File: config.mk
export PLATFORM = sky130hd
export DESIGN_NAME = pip_datapath
export DESIGN_NICKNAME = d
export VERILOG_FILES = /design/src/design/pip_pkg.sv /design/src/design/pip_datapath.sv
export SDC_FILE = /design/constraint.sdc
export NUM_CORES = 2
export LEC_CHECK = 0
export ABC_AREA = 1
export BUFFER_PORTS_ARGS = -buffer_cell sky130_fd_sc_hd__buf_2
export CAP_MARGIN = 25
export CORE_MARGIN = 2
export CORE_UTILIZATION = 58
export DETAILED_ROUTE_END_ITERATION = 8
export PLACE_DENSITY_LB_ADDON = 0.25
export SLEW_MARGIN = 20
export SYNTH_ARGS = -nofsm -noshare
export SYNTH_HDL_FRONTEND = slang
export SYNTH_SLANG_ARGS = --single-unit
File: constraint.sdc
create_clock -name clk -period 5.5 [get_ports clk]
set_clock_uncertainty 0.1 [all_clocks]
set_input_delay 1.1 -clock clk [delete_from_list [all_inputs] [get_ports clk]]
set_output_delay 1.1 -clock clk [all_outputs]
set_load 0.01 [all_outputs]
File: src/design/pip_pkg.sv
package pip_pkg;

    // Fixed field widths of the ports
    localparam int unsigned COORD_W = 16;
    localparam int unsigned INDEX_W = 6;
    localparam int unsigned COUNT_W = 7;

    // Function codes carried by an input word
    localparam logic FUNC_WRITE = 1'b0;
    localparam logic FUNC_QUERY = 1'b1;

    // Commands from the controller to the datapath
    typedef struct packed {
        logic write;    // store the vertex of the accepted word
        logic start;    // latch the query point, clear the count
        logic issue;    // read the next vertex slot
        logic publish;  // load the result into the output register
    } cmd_t;

    // Status from the datapath to the controller
    typedef struct packed {
        logic n_zero;     // polygon in use has no vertices
        logic slot_last;  // current slot is the closing read of vertex 0
        logic pipe_busy;  // edge pipeline still holds work
    } status_t;

endpackage

File: src/design/pip_datapath.sv
module pip_datapath #(
    parameter int unsigned MAX_VERTICES = 64
) (
    input  logic                                  clk,
    input  logic                                  rst_n,
    input  logic                                  cfg_we,
    input  logic [pip_pkg::COUNT_W-1:0]           cfg_wdata,
    input  logic [pip_pkg::INDEX_W-1:0]           vertex_index,
    input  logic signed [pip_pkg::COORD_W-1:0]    point_x,
    input  logic signed [pip_pkg::COORD_W-1:0]    point_y,
    input  pip_pkg::cmd_t                         cmd,
    output pip_pkg::status_t                      status,
    output logic                                  inside_res,
    output logic [pip_pkg::COUNT_W-1:0]           crossing_count
);

    localparam int unsigned AW  = $clog2(MAX_VERTICES);
    localparam int unsigned CW  = $clog2(MAX_VERTICES + 1);
    localparam int unsigned NW  = (CW > pip_pkg::COUNT_W) ? CW : pip_pkg::COUNT_W;
    localparam int unsigned WIW = ((AW > pip_pkg::INDEX_W) ? AW : pip_pkg::INDEX_W) + 1;
    localparam int unsigned CWD = pip_pkg::COORD_W;
    localparam int unsigned DW  = CWD + 1;
    localparam int unsigned PW  = 2 * DW;

    // Vertex store: x in the upper half of a word, y in the lower half
    logic [2*CWD-1:0] mem [MAX_VERTICES];

    logic [pip_pkg::COUNT_W-1:0] vertex_count_reg;
    logic [NW-1:0]               vc_ext;
    logic [NW-1:0]               max_ext;
    logic [CW-1:0]               n_sat;
    logic [CW-1:0]               n_reg;
    logic [CW-1:0]               slot_reg;
    logic [CW-1:0]               slot_next;
    logic [AW-1:0]               rd_addr;
    logic [WIW-1:0]              wr_index;
    logic [AW-1:0]               wr_addr;
    logic                        wr_ok;

    logic signed [CWD-1:0] qx_reg;
    logic signed [CWD-1:0] qy_reg;

    // Read stage
    logic [2*CWD-1:0] rd_word_reg;
    logic [2*CWD-1:0] prev_word_reg;
    logic             rv_reg;
    logic             rfirst_reg;
    logic             edge_valid;

    logic signed [CWD-1:0] ax;
    logic signed [CWD-1:0] ay;
    logic signed [CWD-1:0] bx;
    logic signed [CWD-1:0] by;
    logic signed [CWD-1:0] ylo;
    logic signed [CWD-1:0] yhi;
    logic signed [CWD-1:0] xhi;

    // Difference stage
    logic                 av_reg;
    logic                 a_gate_reg;
    logic                 a_gate_next;
    logic                 a_dypos_reg;
    logic signed [DW-1:0] dx_reg;
    logic signed [DW-1:0] dy_reg;
    logic signed [DW-1:0] ex_reg;
    logic signed [DW-1:0] ey_reg;

    // Product stage
    logic                 mv_reg;
    logic                 m_gate_reg;
    logic                 m_dypos_reg;
    logic signed [PW-1:0] lhs_reg;
    logic signed [PW-1:0] rhs_reg;
    logic signed [PW-1:0] lhs_next;
    logic signed [PW-1:0] rhs_next;
    logic                 hit;

    logic [CW-1:0] count_reg;
    logic [CW-1:0] count_next;
    logic [NW-1:0] count_wide;

    // Saturate the vertex count at the store depth
    assign vc_ext  = NW'(vertex_count_reg);
    assign max_ext = NW'(MAX_VERTICES);
    assign n_sat   = (vc_ext > max_ext) ? max_ext[CW-1:0] : vc_ext[CW-1:0];

    // Slot n re-reads vertex 0 to close the polygon
    assign rd_addr  = status.slot_last ? '0 : slot_reg[AW-1:0];
    assign wr_index = WIW'(vertex_index);
    assign wr_ok    = (wr_index < WIW'(MAX_VERTICES));
    assign wr_addr  = wr_index[AW-1:0];

    assign status.n_zero    = (n_sat == '0);
    assign status.slot_last = (slot_reg == n_reg);
    assign status.pipe_busy = rv_reg || av_reg || mv_reg;

    always_ff @(posedge clk)
    begin
        if (cmd.write && wr_ok)
        begin
            mem[wr_addr] <= {point_x, point_y};
        end
        if (cmd.issue)
        begin
            rd_word_reg <= mem[rd_addr];
        end
    end

    always_comb
    begin
        slot_next = slot_reg;
        if (cmd.start)
        begin
            slot_next = '0;
        end
        else if (cmd.issue)
        begin
            slot_next = slot_reg + CW'(1);
        end
    end

    // Edge runs from the previous word to the one just read
    assign edge_valid = rv_reg && !rfirst_reg;
    assign ax  = prev_word_reg[2*CWD-1:CWD];
    assign ay  = prev_word_reg[CWD-1:0];
    assign bx  = rd_word_reg[2*CWD-1:CWD];
    assign by  = rd_word_reg[CWD-1:0];
    assign ylo = (ay < by) ? ay : by;
    assign yhi = (ay < by) ? by : ay;
    assign xhi = (ax < bx) ? bx : ax;

    assign a_gate_next = (qy_reg > ylo) && (qy_reg <= yhi) && (qx_reg <= xhi) && (ay != by);

    assign lhs_next = ex_reg * dy_reg;
    assign rhs_next = ey_reg * dx_reg;

    assign hit = mv_reg && m_gate_reg &&
                 (m_dypos_reg ? (lhs_reg <= rhs_reg) : (lhs_reg >= rhs_reg));

    always_comb
    begin
        count_next = count_reg;
        if (cmd.start)
        begin
            count_next = '0;
        end
        else if (hit)
        begin
            count_next = count_reg + CW'(1);
        end
    end

    assign count_wide = NW'(count_reg);

    always_ff @(posedge clk or negedge rst_n)
    begin
        if (!rst_n)
        begin
            vertex_count_reg <= '0;
            slot_reg         <= '0;
            n_reg            <= '0;
            rv_reg           <= 1'b0;
            rfirst_reg       <= 1'b0;
            av_reg           <= 1'b0;
            mv_reg           <= 1'b0;
            count_reg        <= '0;
        end
        else
        begin
            if (cfg_we)
            begin
                vertex_count_reg <= cfg_wdata;
            end
            if (cmd.start)
            begin
                n_reg <= n_sat;
            end
            slot_reg   <= slot_next;
            rv_reg     <= cmd.issue;
            rfirst_reg <= cmd.issue && (slot_reg == '0);
            av_reg     <= edge_valid;
            mv_reg     <= av_reg;
            count_reg  <= count_next;
        end
    end

    always_ff @(posedge clk)
    begin
        if (cmd.start)
        begin
            qx_reg <= point_x;
            qy_reg <= point_y;
        end
        if (rv_reg)
        begin
            prev_word_reg <= rd_word_reg;
        end
        a_gate_reg  <= a_gate_next;
        a_dypos_reg <= (by > ay);
        dx_reg      <= DW'(bx) - DW'(ax);
        dy_reg      <= DW'(by) - DW'(ay);
        ex_reg      <= DW'(qx_reg) - DW'(ax);
        ey_reg      <= DW'(qy_reg) - DW'(ay);
        m_gate_reg  <= a_gate_reg;
        m_dypos_reg <= a_dypos_reg;
        lhs_reg     <= lhs_next;
        rhs_reg     <= rhs_next;
        if (cmd.publish)
        begin
            inside_res     <= count_reg[0];
            crossing_count <= count_wide[pip_pkg::COUNT_W-1:0];
        end
    end

`ifndef SYNTHESIS
    a_slot_bound: assert property (@(posedge clk) disable iff (!rst_n)
        cmd.issue |-> (slot_reg <= n_reg))
        else $error("vertex read beyond the closing slot");
    a_no_read_on_publish: assert property (@(posedge clk) disable iff (!rst_n)
        cmd.publish |-> (!rv_reg && !av_reg && !mv_reg))
        else $error("count published before the edge pipeline drained");
`endif

endmodule

=== Word-level counts from Yosys, hierarchy flattened ===
Memory sizes are Yosys's and may differ from the RTL's. A register that Yosys moved wholly into a read port is not among the register bits.
Cells that the tools add are included.

* Register bits: 244
* Bits of input ports: 52
* Bits in read-only memories: 0
* Logic and storage cells: 71
* Output and inout bits: 11
* Memories: 1
* Bits in writable memories: 2048
* Bits in latches: 0

{| class="wikitable"
|+ Memory list
! memory !! depth !! bits a word !! read ports !! clocked after memory_dff !! write ports !! RTL line !! text
|-
| mem || 64 || 32 || 1 || 1 || 1 || pip_datapath.sv:26 || <nowiki>logic [2*CWD-1:0] mem [MAX_VERTICES];</nowiki>
|}

* Eq/ne operators: 2
* Multipliers: 2
* Mux-type cells: 12
* Add/sub/neg operators: 6
* Bitwise gates (word level): 0
* Order comparisons: 10
* Shift operators: 0
* Divide/modulo/power cells: 0
* Reductions and logical operators: 15

{| class="wikitable"
|+ Operators with widths
! cell !! number
|-
| 17-bit by 17-bit multiplier with 34-bit output || 2
|-
| 16-bit by 16-bit subtractor with 17-bit output || 4
|-
| 16-bit 2-to-1 mux || 3
|-
| 7-bit 2-to-1 mux || 5
|-
| 34-bit >= comparator || 1
|-
| 34-bit <= comparator || 1
|-
| 16-bit greater-than comparator || 2
|-
| 16-bit <= comparator || 2
|-
| 16-bit < comparator || 2
|-
| 16-bit inequality test || 1
|-
| 7-bit by 1-bit adder with 7-bit output (second input constant) || 2
|-
| 7-bit zero test || 2
|-
| 1-bit logical AND || 8
|-
| 7-bit == test || 1
|-
| 7-bit greater-than comparator (second input constant) || 1
|-
| 6-bit by 7-bit < comparator with 1-bit output (second input constant) || 1
|-
| 6-bit 2-to-1 mux || 1
|-
| 2-bit nonzero test || 2
|-
| 1-bit 2-to-1 mux || 3
|-
| 1-bit logical OR || 2
|-
| 1-bit zero test || 1
|}

=== Logic depth before layout (Yosys ltp) ===
* Depth in word-level cells: 6
* Gate-level depth with buffers: 29
* Gate-level depth less buffers: 27

=== Least setup slack after synthesis ===
Ideal clock, no wire load.

* Kind: register -> register
* Start: register ex_reg[16]
* End: register lhs_reg[33]
* Setup time: 112 ps
* Data arrival time: 5683 ps
* Required time: 5288 ps
* Path slack: -396 ps
* Buffers on the path: 2
* Clock period less this slack: 5896 ps
* Stages on the path, launching flop included: 21
* Cell sequence: dfxtp_1 -> clkbuf_1 -> clkbuf_1 -> nand2_1 -> inv_1 -> fa_1 -> fa_1 -> fa_1 -> fa_1 -> fa_1 -> inv_1 -> fa_1 -> inv_1 -> ha_1 -> nand2_1 -> nor2_1 -> inv_1 -> o311ai_0 -> a21oi_1 -> nand2_1 -> nand2_1

* Word-level cells in the longest chain between the ends: 1

{| class="wikitable"
|+ Ends and longest elaborated chain
! what !! RTL line !! text
|-
| start, declared || pip_datapath.sv:65 || <nowiki>logic signed [DW-1:0] ex_reg;</nowiki>
|-
| start signal, assigned || pip_datapath.sv:202 || <nowiki>ex_reg <= DW'(qx_reg) - DW'(ax);</nowiki>
|-
| 17-bit by 17-bit multiplier with 34-bit output || pip_datapath.sv:134 || <nowiki>assign lhs_next = ex_reg * dy_reg;</nowiki>
|-
| net lhs_next[33] || pip_datapath.sv:74 || <nowiki>logic signed [PW-1:0] lhs_next;</nowiki>
|-
| end signal, assigned || pip_datapath.sv:206 || <nowiki>lhs_reg <= lhs_next;</nowiki>
|-
| end, declared || pip_datapath.sv:72 || <nowiki>logic signed [PW-1:0] lhs_reg;</nowiki>
|}

The timed path passes the listed nets, and every way through them passes these cells.
A chain may end at the register's enable or synchronous reset.

=== Worst setup path after layout ===
* Start: register ey_reg[8]
* End: register rhs_reg[31]

* Word-level cells in the longest chain between the ends: 1

{| class="wikitable"
|+ Ends and longest elaborated chain
! what !! RTL line !! text
|-
| start, declared || pip_datapath.sv:66 || <nowiki>logic signed [DW-1:0] ey_reg;</nowiki>
|-
| start signal, assigned || pip_datapath.sv:203 || <nowiki>ey_reg <= DW'(qy_reg) - DW'(ay);</nowiki>
|-
| 17-bit by 17-bit multiplier with 34-bit output || pip_datapath.sv:135 || <nowiki>assign rhs_next = ey_reg * dx_reg;</nowiki>
|-
| net rhs_next[31] || pip_datapath.sv:75 || <nowiki>logic signed [PW-1:0] rhs_next;</nowiki>
|-
| end signal, assigned || pip_datapath.sv:207 || <nowiki>rhs_reg <= rhs_next;</nowiki>
|-
| end, declared || pip_datapath.sv:73 || <nowiki>logic signed [PW-1:0] rhs_reg;</nowiki>
|}

The timed path passes the listed nets, and every way through them passes these cells.

==> impl_results.md <==
- Vias per cell: 5.82
- Top cell type's share of synthesized area: between 50% and 60%
- Synth Register Bits: 2323
- Synth warn: 0
- Largest area contributor in the netlist: edfxtp_1
- CTS tree: built
- Min Tclk post-route: between 5 and 6 ns
- Crit Path Max Fanout: 8
- # DRC: 0
- Ys flop type: edfxtp_1
- Setup violators final: 0
- Clock Path Buffers: 3
- Vias: 89615
- Core area: 215000 um^2
- RSZ-0062 raised after global routing: true
- Area grow syn2layout: 13.0%
- Final period utilization: 98.8%
- Initial DRT Pass Iterations: 9
- GRT Residual Overflow: 0
- IO buf count: 62
- Syn avg cell area: 10.3 um^2
- Worst-path clk slew: 0.06 ns
- Req. time, crit path: 6.15 ns
- Global-route wire length before repair: 534 mm
- Initial antenna violation count: 17
- EDFF count, synth: 2151
- Status: finished clean
- Top post-synthesis cells by area: edfxtp_1, fa_1, nand3_1
- Pins over their slew limit: 0
- Hold-fix buffer count after cts: 0
- Mapped Nets: 13121
- Multi-input logic area: 47300 um^2
- Mapped Area: 125000 um^2
- Cell Rows: 170
- Die Y: 469 um
- Die area: 220000 um^2
- FILL cells: 15966
- Sequential share of the synthesized area: between 50% and 60%
- Drt total wl: 354 mm
- Tightest Pin Transition: 1.09 ns
- I/O Pins: 63
- Max transition margin: 27.0%
- FMAX: 184 MHz
- DP HPWL: around 220 mm
- Routed WL per cell: between 20 and 25 um
- Crit Path Category: flop to flop
- Fraction of layout cells with a size suffix above 1: 11.2%
- Async SR Flop Fraction: about 1.4%
- CTS root buffer: clkbuf_16
- CP arrival: 6.08 ns
- Largest net degree at the start of global routing: 189
- Final hold violations: 0
- DR iter-0 viols: between 10000 and 15000
- Max-cap viol count: 0
- Setup crit start kind: flop
- Register area: ~68000 um^2
- Synth unique cells: roughly 50
- Num Clock Sinks: 2323
- Nets: 13328
- Total negative slack: 0 ns
- Routability cong.: 0.924
- CTS Buf Count: 232
- Flip-flop count of the largest register after layout: between 2000 and 2500
- Worst-skew pair later-pin latency: 0.90 ns
- Final ANT Viol Nets: 0
- CP endpoint kind: flop
- H-tree depth: 4
- Initial core utilization: 58.4%
- Die width: 469 um
- Vias in the first global route: 89076
- Total GRT Usage: 32.0%
- Hold Crit Class: input port to asynchronous set/reset pin
- Syn Inst Count: 12152
-- timing repair --
item,in CTS,in global routing
setup buffers,8,45
endpoints found under the setup margin,35,35
pin swaps,30,172
endpoints found under the hold margin,0,0
gates cloned,0,2
resized for setup,93,370
-- logic make-up after synthesis --
family	after synthesis	synth area share, %
AOI/OAI and AO/OA	353	1.60
xor gates and xnor gates	137	0.958
adders and majority gates	917	12.7
buffers and inverters	3021	9.30
DFF	2323	54.4
muxes	2	0.0180
and+or+nand+nor	5399	21.0
-- layer usage --
layer | part of all wire, % | track usage [%]
met5 | 0.036 | 0
met2 | 48 | 52.3
met3 | 9.6 | 5.72
met1 | 38 | 42.8
met4 | 4.1 | 12.7
-- worst paths after layout --
kind	slack, ns	cells past startpoint	end	startpoint
setup reg to reg	0.07	21	rhs_reg[31]	ey_reg[8]
max in group asynchronous	4.46	1	slot_reg[0]	rst_n
hold / removal	0.21	1	vc_ext[3]	rst_n
hold reg to reg	0.24	0	m_dypos_reg	a_dypos_reg
min in group clk	0.24	0	m_dypos_reg	a_dypos_reg
setup / recovery	0.07	21	rhs_reg[31]	ey_reg[8]
-- worst max-delay path, cell delays in order, from the launching register on --
cell	delay, ns
dfxtp_4	0.37
buf_12	0.14
buf_8	0.13
buf_4	0.14
nand2_1	0.06
inv_1	0.05
fa_1	0.52
fa_1	0.44
fa_2	0.59
fa_2	0.44
fa_1	0.49
inv_1	0.05
fa_1	0.47
inv_1	0.07
ha_4	0.31
nand2_4	0.07
nor2_4	0.11
inv_2	0.07
nor3_4	0.23
nand4_1	0.23
nand3_2	0.14
xor2_1	0.13
-- cells in the final DEF (no fill, tap or decap), types with 9 or more instances in the layout --
cell type,instances
nor4_2,9
a21oi_1,118
clkinv_2,43
a31oi_1,9
buf_4,506
nand2_2,39
o21ai_0,93
nand3b_1,791
clkinv_1,63
xor2_1,88
dfxtp_1,90
nand3_1,2241
nand4_1,57
dfrtp_1,31
inv_2,46
xnor2_1,46
buf_12,72
buf_2,63
nor2_4,69
buf_6,38
ha_1,282
ha_4,36
dfxtp_4,28
o21ai_1,14
clkbuf_1,46
a21oi_2,23
nand2_1,2009
a21o_1,12
fa_2,27
nor2_2,16
bufinv_16,23
clkinv_16,11
dfxtp_2,22
nor2_1,105
fa_1,569
nand2_4,15
nor3_1,17
clkbuf_16,236
edfxtp_1,2151
inv_1,2259
-- synth_stat cells, types with 6 or more instances --
library cell,instances
nor4_1,15
dfxtp_1,140
buf_2,218
xor2_1,90
o21bai_1,8
ha_1,321
buf_1,85
a211oi_1,7
edfxtp_1,2151
nor3_1,24
or2_2,7
a21oi_1,147
xnor2_1,47
clkbuf_1,399
dfrtp_1,32
nand3b_1,791
o21ai_0,115
inv_1,2302
a21boi_0,7
o21a_1,8
o211ai_1,6
nand2_1,2063
a31oi_1,13
nand3_1,2247
inv_2,6
o2111ai_1,6
nor2_1,190
a21o_1,12
buf_4,7
fa_1,596
nand4_1,57
-- layout make-up --
| cell class | count | area share, % |
|---|---|---|
| sequential | 2323 | 48.2 |
| multi-input combinational | 6808 | 33.4 |
| timing repair buffer | 685 | 4.30 |
| clock inverter | 153 | 1.12 |
| clock buffer | 283 | 4.29 |
| tap | 2838 | 2.51 |
| inverter | 2309 | 6.13 |
| antenna | 8 | 0.0141 |
-- stage by stage --
step	hold slack [ns]	util, %	std cells	worst slack [ns]	area (um^2)
after global routing	0.234	66.0	15402	-0.131	142000
after detailed placement	0.220	61.5	14912	-0.373	132000
after CTS	0.168	65.2	15356	0.000756	140000
after floorplan	0.210	-	12152	0.00000577	125000
final	0.207	66.0	15407	0.0674	142000
after global placement	0.216	61.4	14910	-0.355	132000
Power is left out: the tool's default activity adds up to more than one toggle a clock period on the data nets, which glitch-free logic cannot reach.
